<file path="config.mk">
export PLATFORM = sky130hd
export DESIGN_NAME = masked_byte_pattern_search_core
export DESIGN_NICKNAME = d
export VERILOG_FILES = /design/src/mbps_pkg.sv /design/src/masked_byte_pattern_search_core.sv
export SDC_FILE = /design/constraint.sdc
export NUM_CORES = 1
export LEC_CHECK = 0
export BUFFER_PORTS_ARGS = -buffer_cell sky130_fd_sc_hd__buf_2
export CELL_PAD_IN_SITES_DETAIL_PLACEMENT = 1
export CELL_PAD_IN_SITES_GLOBAL_PLACEMENT = 1
export CORE_MARGIN = 8
export CORE_UTILIZATION = 35
export CTS_CLUSTER_DIAMETER = 120
export CTS_CLUSTER_SIZE = 40
export DETAILED_ROUTE_END_ITERATION = 6
export PLACE_DENSITY = 0.62
export SLEW_MARGIN = 40
export SYNTH_ARGS = -nofsm -noshare
export SYNTH_HDL_FRONTEND = slang
export SYNTH_SLANG_ARGS = --single-unit
</file>
<file path="constraint.sdc">
create_clock -name i_clk -period 8.8 [get_ports i_clk]
set_input_delay 0.88 -clock i_clk [delete_from_list [all_inputs] [get_ports i_clk]]
set_output_delay 0.88 -clock i_clk [all_outputs]
set_load 0.05 [all_outputs]
</file>
<file path="src/mbps_pkg.sv">
// Shared constants and register indexes for the masked byte pattern search core.
package mbps_pkg;

    localparam int MAX_PATTERN   = 16;
    localparam int OFFSET_WIDTH  = 32;
    localparam int LEN_W         = 5;
    localparam int CFG_W         = 64;
    localparam int CFG_IDX_W     = 3;
    localparam int BYTE_W        = 8;
    localparam int MATCH_OFS_W   = 32;
    localparam int WIN_IDX_W     = (MAX_PATTERN > 1) ? $clog2(MAX_PATTERN) : 1;

    localparam logic [CFG_IDX_W-1:0] CFG_PATTERN_LOW    = 3'd0;
    localparam logic [CFG_IDX_W-1:0] CFG_PATTERN_HIGH   = 3'd1;
    localparam logic [CFG_IDX_W-1:0] CFG_CARE_LOW       = 3'd2;
    localparam logic [CFG_IDX_W-1:0] CFG_CARE_HIGH      = 3'd3;
    localparam logic [CFG_IDX_W-1:0] CFG_PATTERN_LENGTH = 3'd4;

    typedef logic [BYTE_W-1:0] t_byte;

endpackage

</file>
<file path="src/masked_byte_pattern_search_core.sv">
// Masked byte pattern search core: window compare over a byte stream, first match per frame.
// Latency: a result is valid in the cycle after the input transfer that causes it.
// Throughput: one byte per cycle when not stalled; set by the parallel masked window compare.
// The input stays ready while the output register is empty or being drained.
// Reset (synchronous, active low) clears configuration, window, byte count,
// match flag and the output valid.
module masked_byte_pattern_search_core (
    input  logic                              i_clk,
    input  logic                              i_rst_n,
    input  logic                              i_cfg_we,
    input  logic [mbps_pkg::CFG_IDX_W-1:0]    i_cfg_index,
    input  logic [mbps_pkg::CFG_W-1:0]        i_cfg_data,
    input  logic                              s_axis_tvalid,
    output logic                              s_axis_tready,
    input  logic [7:0]                        s_axis_tdata,   // [7:0] data_byte
    input  logic                              s_axis_tlast,   // last_byte
    output logic                              m_axis_tvalid,
    input  logic                              m_axis_tready,
    output logic [31:0]                       m_axis_tdata,   // [31:0] match_offset
    output logic                              m_axis_tuser    // [0] found
);
    import mbps_pkg::*;

    logic [CFG_W-1:0]        r_pattern_low;
    logic [CFG_W-1:0]        r_pattern_high;
    logic [CFG_W-1:0]        r_care_low;
    logic [CFG_W-1:0]        r_care_high;
    logic [LEN_W-1:0]        r_pattern_length;

    t_byte                   r_window [MAX_PATTERN];
    t_byte                   n_window [MAX_PATTERN];
    logic [OFFSET_WIDTH-1:0] r_count;
    logic [OFFSET_WIDTH-1:0] n_count;
    logic                    r_matched;

    logic                    r_out_valid;
    logic                    r_out_found;
    logic [MATCH_OFS_W-1:0]  r_out_offset;

    logic [2*CFG_W-1:0]      pattern_all;
    logic [2*CFG_W-1:0]      care_all;
    logic [LEN_W-1:0]        len_eff;
    logic [MAX_PATTERN-1:0]  lane_ok;
    logic                    in_xfer;
    logic                    match;
    logic                    emit;
    logic [OFFSET_WIDTH-1:0] offset_full;

    assign in_xfer       = s_axis_tvalid && s_axis_tready;
    assign s_axis_tready = !r_out_valid || m_axis_tready;

    assign pattern_all = {r_pattern_high, r_pattern_low};
    assign care_all    = {r_care_high, r_care_low};
    assign len_eff     = (r_pattern_length > LEN_W'(MAX_PATTERN)) ?
                         LEN_W'(MAX_PATTERN) : r_pattern_length;

    // Shifted window with the incoming byte as newest entry.
    always_comb begin
        for (int k = 0; k < MAX_PATTERN - 1; k++) begin
            n_window[k] = r_window[k + 1];
        end
        n_window[MAX_PATTERN - 1] = s_axis_tdata;
    end

    assign n_count = (r_count == {OFFSET_WIDTH{1'b1}}) ? r_count : r_count + 1'b1;

    // Pattern byte i lines up with window entry MAX_PATTERN - len + i.
    always_comb begin
        logic [LEN_W-1:0]     pos;
        logic [WIN_IDX_W-1:0] idx;
        for (int i = 0; i < MAX_PATTERN; i++) begin
            pos = LEN_W'(MAX_PATTERN) - len_eff + LEN_W'(i);
            idx = pos[WIN_IDX_W-1:0];
            if (LEN_W'(i) < len_eff) begin
                lane_ok[i] = ((n_window[idx] & care_all[BYTE_W*i +: BYTE_W])
                              == pattern_all[BYTE_W*i +: BYTE_W]);
            end else begin
                lane_ok[i] = 1'b1;
            end
        end
    end

    assign match = !r_matched && (len_eff != '0) &&
                   (n_count >= OFFSET_WIDTH'(len_eff)) && (&lane_ok);
    assign emit  = match || (s_axis_tlast && !r_matched);
    assign offset_full = n_count - OFFSET_WIDTH'(len_eff);

    always_ff @(posedge i_clk) begin
        if (!i_rst_n) begin
            r_pattern_low    <= '0;
            r_pattern_high   <= '0;
            r_care_low       <= '0;
            r_care_high      <= '0;
            r_pattern_length <= '0;
        end else if (i_cfg_we) begin
            unique case (i_cfg_index)
                CFG_PATTERN_LOW:    r_pattern_low    <= i_cfg_data;
                CFG_PATTERN_HIGH:   r_pattern_high   <= i_cfg_data;
                CFG_CARE_LOW:       r_care_low       <= i_cfg_data;
                CFG_CARE_HIGH:      r_care_high      <= i_cfg_data;
                CFG_PATTERN_LENGTH: r_pattern_length <= i_cfg_data[LEN_W-1:0];
                default: ;
            endcase
        end
    end

    always_ff @(posedge i_clk) begin
        if (!i_rst_n) begin
            for (int k = 0; k < MAX_PATTERN; k++) begin
                r_window[k] <= '0;
            end
            r_count   <= '0;
            r_matched <= 1'b0;
        end else if (in_xfer) begin
            if (s_axis_tlast) begin
                // end of frame: restart the search
                for (int k = 0; k < MAX_PATTERN; k++) begin
                    r_window[k] <= '0;
                end
                r_count   <= '0;
                r_matched <= 1'b0;
            end else begin
                r_window  <= n_window;
                r_count   <= n_count;
                r_matched <= r_matched || match;
            end
        end
    end

    always_ff @(posedge i_clk) begin
        if (!i_rst_n) begin
            r_out_valid <= 1'b0;
        end else if (in_xfer) begin
            r_out_valid <= emit;
        end else if (m_axis_tready) begin
            r_out_valid <= 1'b0;
        end
    end

    always_ff @(posedge i_clk) begin
        if (in_xfer && emit) begin
            r_out_found  <= match;
            r_out_offset <= match ? MATCH_OFS_W'(offset_full) : '0;
        end
    end

    assign m_axis_tvalid = r_out_valid;
    assign m_axis_tdata  = r_out_offset;
    assign m_axis_tuser  = r_out_found;

    a_frame_restart: assert property (@(posedge i_clk) disable iff (!i_rst_n)
        (in_xfer && s_axis_tlast) |=> (r_count == '0 && !r_matched))
        else $error("search state not cleared after end of frame");

    a_not_found_zero: assert property (@(posedge i_clk) disable iff (!i_rst_n)
        (m_axis_tvalid && !m_axis_tuser) |-> (m_axis_tdata == '0))
        else $error("not-found result carries a nonzero offset");

    a_match_sticks: assert property (@(posedge i_clk) disable iff (!i_rst_n)
        (in_xfer && match && !s_axis_tlast) |=> r_matched)
        else $error("match flag not set after a reported match");

    a_stall_only_full: assert property (@(posedge i_clk) disable iff (!i_rst_n)
        !s_axis_tready |-> m_axis_tvalid)
        else $error("input stalled with an empty output register");

endmodule
</file>
After elaboration in Yosys (flattened, before gate mapping)
Cells that the tools add are included.
{"block": "totals", "elab_cells": 221, "output_inout_bits": 35, "register_bits": 448}
{"block": "classes", "n_lt_le_gt_ge": 34, "muxes": 71, "addsub": 18, "bitwise": 32, "n_reduce_logical": 20, "n_eq_ne": 21}
{"operator": "8-bit binary-select mux with 4-bit select", "n": 16}
{"operator": "8-bit 2-to-1 mux", "n": 32}
{"operator": "8-bit AND", "n": 16}
{"operator": "8-bit == test", "n": 16}
{"operator": "120-bit 2-to-1 mux", "n": 1}
{"operator": "5-bit >= comparator, second input constant", "n": 16}
{"operator": "4-bit NOT with 5-bit output", "n": 16}
{"operator": "32-bit 2-to-1 mux", "n": 2}
{"operator": "4-bit by 5-bit < comparator with 1-bit output, first input constant", "n": 8}
{"operator": "32-bit by 1-bit adder with 32-bit output, second input constant", "n": 1}
{"operator": "4-bit adder, second input constant", "n": 8}
{"operator": "32-bit == test, second input constant", "n": 1}
{"operator": "32-bit by 5-bit >= comparator with 1-bit output", "n": 1}
{"operator": "32-bit by 5-bit subtractor with 32-bit output", "n": 1}
{"operator": "3-bit by 5-bit < comparator with 1-bit output, first input constant", "n": 4}
{"operator": "1-bit 2-to-1 mux", "n": 19}
{"operator": "4-bit by 3-bit adder with 4-bit output, second input constant", "n": 4}
{"operator": "16-bit AND reduction", "n": 1}
{"operator": "1-bit by 5-bit < comparator with 1-bit output, first input constant", "n": 2}
{"operator": "2-bit by 5-bit < comparator with 1-bit output, first input constant", "n": 2}
{"operator": "2-bit AND reduction", "n": 5}
{"operator": "4-bit by 2-bit adder with 4-bit output, second input constant", "n": 2}
{"operator": "3-bit by 2-bit == test with 1-bit output, second input constant", "n": 2}
{"operator": "1-bit logical AND", "n": 6}
{"operator": "other kinds (11)", "n": 14}

Logic depth before layout (Yosys ltp)
Gate-level depths: netlist of run 1.
{"block": "depth", "depth_word": 15, "ltp_mapped": 28, "mapped_depth_nobuf": 20}

Worst setup path before layout of run 1
OpenSTA, ideal clock, no wires.
{"block": "synth_timing", "path_kind": "register to register", "from": "reg r_pattern_length[0]", "to": "reg r_out_offset[0] (netlist: m_axis_tdata[0]), enable pin", "stages_incl_launch_ff": 26, "arrival_time_ns": 7.198, "path_slack_ns": 1.168, "path_cell_list": "dfxtp_1 > nor2b_4 > inv_2 > buf_6 > buf_2 > buf_2 > buf_2 > buf_2 > ha_1 > xnor2_2 > inv_2 > buf_2 > buf_2 > ha_1 > clkbuf_1 > clkbuf_1 > mux4_2 > o311a_1 > or4_1 > o41ai_1 > nand3_1 > a31oi_1 > o21ai_0 > or3_1 > buf_6 > a21oi_1"}
{"block": "synth_between", "elab_chain_len": 15}
{"element": "start, declared", "line_no": "masked_byte_pattern_search_core.sv:28", "text": "logic [LEN_W-1:0] r_pattern_length;"}
{"element": "start signal, assigned", "line_no": "masked_byte_pattern_search_core.sv:101", "text": "CFG_PATTERN_LENGTH: r_pattern_length <= i_cfg_data[LEN_W-1:0];"}
{"element": "5-bit greater-than comparator", "line_no": "masked_byte_pattern_search_core.sv:54", "text": "assign len_eff = (r_pattern_length > LEN_W'(MAX_PATTERN)) ?"}
{"element": "5-bit 2-to-1 mux *", "line_no": "masked_byte_pattern_search_core.sv:54"}
{"element": "1-bit by 4-bit subtractor with 4-bit output", "line_no": "masked_byte_pattern_search_core.sv:72", "text": "pos = LEN_W'(MAX_PATTERN) - len_eff + LEN_W'(i);"}
{"element": "4-bit by 1-bit adder with 4-bit output, or another cell as far along", "line_no": "masked_byte_pattern_search_core.sv:72"}
{"element": "4-bit NOT with 5-bit output (not written as such)", "line_no": "masked_byte_pattern_search_core.sv:75", "text": "lane_ok[i] = ((n_window[idx] & care_all[BYTE_W*i +: BYTE_W])"}
{"element": "8-bit binary-select mux with 4-bit select", "line_no": "masked_byte_pattern_search_core.sv:75"}
{"element": "8-bit 2-to-1 mux (not written as such) (2 in a row)", "line_no": "masked_byte_pattern_search_core.sv:75"}
{"element": "8-bit AND", "line_no": "masked_byte_pattern_search_core.sv:75"}
{"element": "8-bit == test", "line_no": "masked_byte_pattern_search_core.sv:76", "text": "== pattern_all[BYTE_W*i +: BYTE_W]);"}
{"element": "1-bit 2-to-1 mux", "line_no": "masked_byte_pattern_search_core.sv:74", "text": "if (LEN_W'(i) < len_eff) begin"}
{"element": "16-bit AND reduction", "line_no": "masked_byte_pattern_search_core.sv:84", "text": "(n_count >= OFFSET_WIDTH'(len_eff)) && (&lane_ok);"}
{"element": "1-bit logical AND *", "line_no": "masked_byte_pattern_search_core.sv:84"}
{"element": "1-bit logical OR *", "line_no": "masked_byte_pattern_search_core.sv:85", "text": "assign emit = match || (s_axis_tlast && !r_matched);"}
{"element": "1-bit logical AND *", "line_no": "masked_byte_pattern_search_core.sv:141", "text": "if (in_xfer && emit) begin"}
{"element": "end signal, assigned", "line_no": "masked_byte_pattern_search_core.sv:143", "text": "r_out_offset <= match ? MATCH_OFS_W'(offset_full) : '0;"}
{"element": "end, declared", "line_no": "masked_byte_pattern_search_core.sv:38", "text": "logic [MATCH_OFS_W-1:0] r_out_offset;"}
Every way passes the cells marked *; elsewhere a longest branch is shown, timed or not. The select of a mux whose other input is x is not followed.
A chain may end at the register's enable or synchronous reset.

Worst setup path in the final report of run 1
{"block": "layout_timing", "from": "reg r_pattern_length[4]", "to": "reg r_out_offset[31] (netlist: m_axis_tdata[31]), enable pin"}
The elaborated chain is that of the path after synthesis.

==> results of run 1 <==
==> cells by family after synthesis <==
group,count (synthesis)
compound gates,845
xor+xnor,151
fa+ha+maj,16
buf+inv,357
flops,448
mux,262
simple gates,1405
==> Yosys cell counts (all sizes together) (47+ instances only) <==
master | number | area [µm²]
mux2i | 113 | 1130
nand2 | 762 | 2860
o22ai | 57 | 357
o21ai | 93 | 465
inv | 56 | 210
mux2 | 47 | 529
nor2 | 171 | 845
xor2 | 64 | 561
nand4 | 48 | 307
mux4 | 102 | 2300
buf | 93 | 528
nand3 | 53 | 265
clkbuf | 206 | 773
dfxtp | 415 | 8310
nand3b | 110 | 826
xnor2 | 87 | 769
a21oi | 445 | 2240
==> state kept, by name, summed over array words and instances, names as in the netlist <==
name / flops
r_care_low: 64
r_pattern_length: 5
m_axis_tuser: 1
n_window: 120
r_count: 32
m_axis_tvalid: 1
r_pattern_high: 64
r_matched: 1
r_pattern_low: 64
r_care_high: 64
m_axis_tdata: 32
==> layout make-up <==
| type | count | area [µm²] | area share, % |
|---|---|---|---|
| well taps | 1060 | 1330 | 4.38 |
| diodes | 4 | 10.0 | 0.0331 |
| flip-flops and latches | 448 | 9310 | 30.7 |
| repair buffers | 169 | 1050 | 3.45 |
| clock inverters | 11 | 171 | 0.566 |
| multi-input cells | 2679 | 17700 | 58.4 |
| clock buffers | 20 | 500 | 1.65 |
| inverters | 58 | 231 | 0.764 |
==> worst paths after layout <==
check	startpoint	to	slack [ns]	depth (start not counted)
setup reg to reg	r_pattern_length[4]	m_axis_tdata[31]	1.81	16
hold / removal	r_care_low[45]	r_care_low[45]	0.47	2
hold reg to reg	r_care_low[45]	r_care_low[45]	0.47	2
setup / recovery	r_pattern_length[4]	m_axis_tdata[31]	1.81	16
==> per-stage QoR <==
step / cells / utilization (%) / setup WS, ns / total power, mW
floorplan: 3484 / - / 1.17 / 2.58
finish: 4449 / 37.7 / 1.81 / 4.03
global placement: 4413 / 36.7 / 1.95 / 2.80
CTS: 4445 / 37.6 / 1.84 / 4.08
detailed placement: 4414 / 36.8 / 1.89 / 2.82
global route: 4446 / 37.7 / 1.54 / 4.19
==> per-layer routing <==
metal / GRT usage [%] / part of all wire, %
met4: 9.50 / 4.0
met2: 42.8 / 46
met1: 35.2 / 43
met3: 5.50 / 7.4
met5: 0 / 0.010
==> placed cells by master (no fill, tap or decap), drive strengths merged, types with 12 or more instances in the layout <==
cell type | netlist | routed
nand2 | 762 | 762
a21oi | 445 | 445
dfxtp | 415 | 415
nor2 | 171 | 171
buf | 93 | 169
mux2i | 113 | 113
nand3b | 110 | 110
mux4 | 102 | 102
o21ai | 93 | 93
xnor2 | 87 | 87
xor2 | 64 | 64
inv | 56 | 64
o22ai | 57 | 57
nand3 | 53 | 53
nand4 | 48 | 48
mux2 | 47 | 47
nor3 | 43 | 43
nor4 | 42 | 42
edfxtp | 33 | 33
and3 | 31 | 31
o211ai | 29 | 29
or3 | 25 | 25
a22oi | 23 | 23
a211oi | 23 | 23
nand2b | 21 | 21
clkbuf | 206 | 20
nor2b | 20 | 20
a31oi | 19 | 19
a2111oi | 19 | 19
o221ai | 16 | 16
ha | 15 | 15
and4 | 14 | 14
a31o | 13 | 13
and3b | 13 | 13
o32ai | 12 | 12
or2 | 12 | 12
==> power groups by stage <==
stage	Clock [mW]	Sequential, mW	Combinational (mW)
floorplan	0	2.19	0.394
global placement	0	2.17	0.633
detailed placement	0	2.17	0.651
CTS	1.30	2.12	0.653
global route	1.36	2.13	0.702
finish	1.25	2.12	0.659
==> worst max-delay path: cells and delay by family, from the launching register on <==
kind	cells	cell delay, ns
AND/OR/NAND/NOR	5	1.94
buffers and inverters	4	1.72
multiplexers	2	1.02
adder cells (fa/ha/maj)	1	0.62
flip-flops	1	0.51
AO/OA/AOI/OAI	3	0.51
XOR/XNOR	1	0.18
==> qor.json, run 1 <==
{
  "worst_setup_path_end_kind": "register",
  "worst_path_largest_cell_delay_ns": 0.64,
  "critPathArrivalTime_ns": 7.25,
  "numCtsBuffers": 18,
  "max_slew.worst_pin.slew_ns": 0.873,
  "grt_setup_unrepaired": "no",
  "maximum_number_of_pins_on_one_net_before_global_route_repair": 151,
  "comb_power_share_pct": 16.3,
  "hp-class": "reg2reg",
  "first_global_vias": 27300,
  "initial_core_util_pct": 35.3,
  "hold_viol": 0,
  "final.fill_count": 9548,
  "synth_enable_flop_cells": 33,
  "die_footprint_mm2": 0.0903,
  "layout.cell_area.non_filler_mm2": 0.0303,
  "netlist_instances": 3484,
  "run_status": "finished clean",
  "power.internal_mw": 2.74,
  "vertical_die_dimension_um": 300,
  "p_seq_share_pct": 52.7,
  "io-pin-count": 116,
  "post_route_hold_slack_ns": 0.467,
  "critPathSlowestCell": "mux4_2",
  "global_route.overflow_total": 0,
  "powerDensity_mw_per_mm2": 133,
  "synth_compound_area_share_pct": 18.2,
  "clock_latency_ns": 0.62,
  "clock-skew-final_ns": 0.0594,
  "max_slew_margin_pct": 41.5,
  "p_sw_mw": 1.29,
  "design.core.area_mm2": 0.0803,
  "post_synth_fa_ha_maj_area_fraction_pct": 0.733,
  "synthSimpleGateAreaFrac_pct": 24.2,
  "finalWeightedCongestion": 0.998,
  "timing.final.crit_share_pct": 79.4,
  "count_of_final_max_slew_check_failures": 0,
  "cts.hold.buffers_added": 0,
  "worstPathMaxFanout": 79,
  "synth_ff_type": "dfxtp_1",
  "cts_tree": "done",
  "postSynthNetCount": 3581,
  "drt_iter0_drc": 2576,
  "post_cts_buffers": 0,
  "clkPwrFrac_pct": 31.0,
  "cts-root-to-sink-buffers": 3,
  "sequential_cell_area_fraction_in_the_yosys_report_pct": 32.8,
  "detailedRoute.firstPassIterationCount": 6,
  "achievable-frequency_mhz": 143,
  "max-cap-violations": 0,
  "clk_root_buffer_cell": "clkbuf_16",
  "dieWidth_um": 300,
  "postSynthRegisterBits": 448,
  "tns_ns": 0,
  "critPathRequiredTime_ns": 9.06,
  "yosysWarningCount": 0,
  "grt_pass1_wl_um": 186000,
  "final_nets": 3471,
  "vias": 27500,
  "cts.reportedPaths.clkPinSlew_ns": 0.14,
  "vias_per_cell": 6.19,
  "synth_top_family_by_area": "simple AND/OR/NAND/NOR gates",
  "power.switching_fraction_pct": 32.1,
  "cellLeakagePower_nw": 9.79,
  "synth.area.mux_share_pct": 14.0,
  "std_cell_rows": 104,
  "gr-usage-all-layers_pct": 26.6,
  "worstSetupPathType": "reg2reg",
  "synth_area_mm2": 0.0283,
  "placedInstanceArea_mm2": 0.0296,
  "ys_types": 103,
  "buffers_added_on_ports": 115,
  "antenna_found_initial": 9,
  "vdd.ir_drop.worst_v": 0.000136,
  "syn_avg_cell_area_um2": 8.13,
  "fin_crit_period_ns": 6.99,
  "timing.critical_path.from_type": "register",
  "synth_xor_area_share_pct": 4.70,
  "finalSetupViolations": 0,
  "path_cells": "nor2b_4 -> buf_4 -> clkinv_2 -> ha_4 -> buf_12 -> mux4_2 -> mux2i_1 -> o22ai_1 -> xnor2_1 -> nand4_1 -> or4_1 -> or4_1 -> a2bb2oi_1 -> or3_4 -> a21oi_4 -> buf_4",
  "dp.final_hpwl_um": 88900,
  "post_cts.resized_instances": 0,
  "routed_wire_length_per_instance_um": 28.1,
  "remaining_drc_errors": 0,
  "proportion_of_layout_cells_with_a_drive_suffix_above_1_pct": 13.8,
  "ant_nets": 0,
  "h-tree-depth": 1,
  "finalWirelength_um": 125000,
  "synth_async_sr_flop_share_pct": 0,
  "numClockSinks": 448,
  "synthToLayoutAreaGrowth_pct": 6.89
}
Power figures use the tool's default switching activity.
==> run 2: changes to the inputs <==
==> constraint.sdc (replaced) <==
create_clock -name i_clk -period 6.5 [get_ports i_clk]
set_input_delay 0.65 -clock i_clk [delete_from_list [all_inputs] [get_ports i_clk]]
set_output_delay 0.65 -clock i_clk [all_outputs]
set_load 0.05 [all_outputs]
==> qor.json, run 2 (same netlist as run 1, synthesis figures left out) <==
{
  "timing.critical_path.from_type": {"value": "register", "change": "unchanged"},
  "critPathLaunch": {"value": "r_pattern_length[4]", "change": "unchanged"},
  "crit_end": {"value": "m_axis_tdata[0]", "change": "was m_axis_tdata[31]"},
  "numClockSinks": {"value": 448, "change": "unchanged"},
  "max-cap-violations": {"value": 0, "change": "unchanged"},
  "clock-skew-final": {"value": 0.0404, "unit": "ns", "change": "was 0.0594 ns"},
  "gr-usage-all-layers": {"value": 26.3, "unit": "%", "change": "was 26.6%"},
  "final-instance-count-excl-fill": {"value": 4510, "change": "was 4,449"},
  "vdd.ir_drop.worst": {"value": 0.000209, "unit": "V", "change": "was 0.000136 V"},
  "initial_core_util": {"value": 35.3, "unit": "%", "change": "unchanged"},
  "worstPathMaxFanout": {"value": 24, "change": "was 79"},
  "timing.final.crit_share": {"value": 94.6, "unit": "%", "change": "was 79.4%"},
  "tns": {"value": 0, "unit": "ns", "change": "unchanged"},
  "worstRegToRegCells": {"value": 16, "change": "unchanged"},
  "proportion_of_layout_cells_with_a_drive_suffix_above_1": {"value": 14.6, "unit": "%", "change": "was 13.8%"},
  "worst_path_largest_cell_delay": {"value": 0.74, "unit": "ns", "change": "was 0.64 ns"},
  "maximum_number_of_pins_on_one_net_before_global_route_repair": {"value": 159, "change": "was 151"},
  "worst_setup_path_end_kind": {"value": "register", "change": "unchanged"},
  "max_slew.worst_pin.slew": {"value": 0.898, "unit": "ns", "change": "was 0.873 ns"},
  "r2r_setup_slack": {"value": 0.35, "unit": "ns", "change": "was 1.81 ns"},
  "path_cells": {"value": "buf_4 -> and2b_1 -> inv_2 -> ha_1 -> inv_1 -> nor4_1 -> o21ai_0 -> xor2_1 -> nand4_1 -> o311ai_0 -> o221ai_1 -> nor4_1 -> o211ai_1 -> or3_4 -> a21oi_4 -> buf_12", "change": "was nor2b_4 -> buf_4 -> clkinv_2 -> ha_4 -> buf_12 -> mux4_2 -> mux2i_1 -> o22ai_1 -> xnor2_1 -> nand4_1 -> or4_1 -> or4_1 -> a2bb2oi_1 -> or3_4 -> a21oi_4 -> buf_4"},
  "final.fill_count": {"value": 9525, "change": "was 9,548"},
  "dp_cells": {"value": 4458, "change": "was 4,414"},
  "finalWirelength": {"value": 124000, "unit": "µm", "change": "was 125,000 µm"},
  "buffers_added_on_ports": {"value": 115, "change": "unchanged"},
  "cts.reportedPaths.clkPinSlew": {"value": 0.14, "unit": "ns", "change": "about the same"},
  "dp.final_hpwl": {"value": 87100, "unit": "µm", "change": "was 88,900 µm"},
  "critPathRequiredTime": {"value": 6.83, "unit": "ns", "change": "was 9.06 ns"},
  "cts.hold.buffers_added": {"value": 0, "change": "unchanged"},
  "vias": {"value": 27700, "change": "was 27,500"},
  "commonest_non_fill_non_tap_cell_in_the_layout": {"value": "nand2_1", "change": "unchanged"},
  "numCtsBuffers": {"value": 22, "change": "was 18"},
  "fin_crit_period": {"value": 6.15, "unit": "ns", "change": "was 6.99 ns"},
  "hp-class": {"value": "in2reg", "change": "was reg2reg"},
  "dieWidth": {"value": 300, "unit": "µm", "change": "unchanged"},
  "post_cts_buffers": {"value": 0, "change": "unchanged"},
  "clock_latency": {"value": 0.64, "unit": "ns", "change": "was 0.62 ns"},
  "ant_nets": {"value": 0, "change": "unchanged"},
  "clk_root_buffer_cell": {"value": "clkbuf_16", "change": "unchanged"},
  "design.core.area": {"value": 0.0803, "unit": "mm²", "change": "unchanged"},
  "drt_iter0_drc": {"value": 2314, "change": "was 2,576"},
  "crit_path_frequent_cell": "nor4_1",
  "final_nets": {"value": 3520, "change": "was 3,471"},
  "powerDensity": {"value": 187, "unit": "mW/mm²", "change": "was 133 mW/mm²"},
  "critPathArrivalTime": {"value": 6.48, "unit": "ns", "change": "was 7.25 ns"},
  "hold_viol": {"value": 0, "change": "unchanged"},
  "max_reg_flops": {"value": 120, "change": "unchanged"},
  "finalSetupViolations": {"value": 0, "change": "unchanged"},
  "critPathSlowestCell": {"value": "o311ai_0", "change": "was mux4_2"},
  "timing.rr.end": {"value": "m_axis_tdata[0]", "change": "was m_axis_tdata[31]"},
  "remaining_drc_errors": {"value": 0, "change": "unchanged"},
  "max_slew_margin": {"value": 40.1, "unit": "%", "change": "was 41.5%"},
  "vias_per_cell": {"value": 6.13, "change": "was 6.19"},
  "routed_wire_length_per_instance": {"value": 27.5, "unit": "µm", "change": "was 28.1 µm"},
  "leading_cell_types_in_the_layout_fill_and_taps_excluded": {"value": "nand2_1, a21oi_1, dfxtp_1", "change": "unchanged"},
  "die_footprint": {"value": 0.0903, "unit": "mm²", "change": "unchanged"},
  "count_of_final_max_slew_check_failures": {"value": 0, "change": "unchanged"},
  "run_status": {"value": "finished clean", "change": "unchanged"},
  "cts-root-to-sink-buffers": {"value": 3, "change": "unchanged"},
  "h-tree-depth": {"value": 1, "change": "unchanged"},
  "cts_tree": {"value": "done", "change": "unchanged"},
  "global_route.overflow_total": {"value": 0, "change": "unchanged"},
  "std_cell_rows": {"value": 104, "change": "unchanged"},
  "io-pin-count": {"value": 116, "change": "unchanged"},
  "detailedRoute.firstPassIterationCount": {"value": 5, "change": "was 6"},
  "synthToLayoutAreaGrowth": {"value": 9.06, "unit": "%", "change": "was 6.89%"},
  "vertical_die_dimension": {"value": 300, "unit": "µm", "change": "unchanged"},
  "finalWeightedCongestion": {"value": 0.987, "change": "was 0.998"},
  "cellLeakagePower": {"value": 10.1, "unit": "nW", "change": "was 9.79 nW"},
  "r2r-start": {"value": "r_pattern_length[4]", "change": "unchanged"},
  "antenna_found_initial": {"value": 11, "change": "was 9"},
  "grt_pass1_wl": {"value": 184000, "unit": "µm", "change": "was 186,000 µm"},
  "worstSetupPathType": {"value": "reg2reg", "change": "unchanged"},
  "first_global_vias": {"value": 27900, "change": "was 27,300"},
  "layout.cell_area.non_filler": {"value": 0.0309, "unit": "mm²", "change": "was 0.0303 mm²"},
  "grt_setup_unrepaired": {"value": "no", "change": "unchanged"},
  "achievable-frequency": {"value": 163, "unit": "MHz", "change": "was 143 MHz"},
  "post_cts.resized_instances": {"value": 0, "change": "unchanged"},
  "placedInstanceArea": {"value": 0.0299, "unit": "mm²", "change": "was 0.0296 mm²"}
}
run 2: changes by cell type in the layout (fill, tap and decap cells not counted), sizes merged:
cell,delta
buf,+45
clkinv,+8
diode,+7
clkbuf,+3
inv,-3
clkinvlp,+1
run 2: area by class of cell:
cell class	count	area (µm²)	share of cell area, %
well taps	1060	1330	4.29
clock buffers	23	554	1.79
repair buffers	214	1490	4.82
multi-input cells	2679	17600	57.0
inverters	58	226	0.733
diodes	11	27.5	0.0891
flip-flops and latches	448	9310	30.1
clock inverters	17	355	1.15
run 2: worst max-delay path, delay by kind of cell (launching register included):
family          cells  cell delay [ns]
fa+ha+maj           1             0.30
buf+inv             4             1.46
xor+xnor            1             0.19
flops               1             0.59
compound gates      5             1.90
simple gates        5             1.39
run 2: per-stage QoR:
step | total power, mW | setup slack, ns | hold slack, ns | util, %
after CTS | 5.82 | 0.498 | 0.231 | 38.4
final | 5.78 | 0.349 | 0.257 | 38.5
after global routing | 5.98 | 0.130 | 0.254 | 38.4
after global placement | 3.83 | 0.680 | 0.441 | 37.2
after detailed placement | 3.85 | 0.537 | 0.448 | 37.3
after floorplan | 3.50 | 0.0713 | 0.432 | -
run 2: power breakdown:
group | internal, mW | switching [mW] | total, mW
Combinational | 0.283 | 0.653 | 0.936
Clock | 0.737 | 1.24 | 1.97
Sequential | 2.83 | 0.0392 | 2.87
Total | 3.85 | 1.93 | 5.78
run 2: worst min-delay path by stage:
| stage | depth (start not counted) | endpoint | startpoint |
|---|---|---|---|
| global placement | 2 | r_care_high[43] | r_care_high[43] |
| floorplan | 2 | r_care_low[12] | r_care_low[12] |
| detailed placement | 2 | r_pattern_high[54] | r_pattern_high[54] |
| CTS | 3 | r_pattern_high[45] | i_cfg_data[45] |
| finish | 3 | r_pattern_high[45] | i_cfg_data[45] |
| global route | 3 | r_care_high[47] | i_cfg_data[47] |
run 2: per-layer routing:
layer / wire (µm) / share of wire (%) / vias to the layer above / global-route usage [%]
met4: 5790 / 4.7 / 6 / 10.7
met1: 52300 / 42 / 14000 / 34.3
met3: 9350 / 7.5 / 252 / 5.45
met5: 45 / 0.036 / - / 0
met2: 56400 / 46 / 1054 / 42.4
li1: - / - / 12400 / -
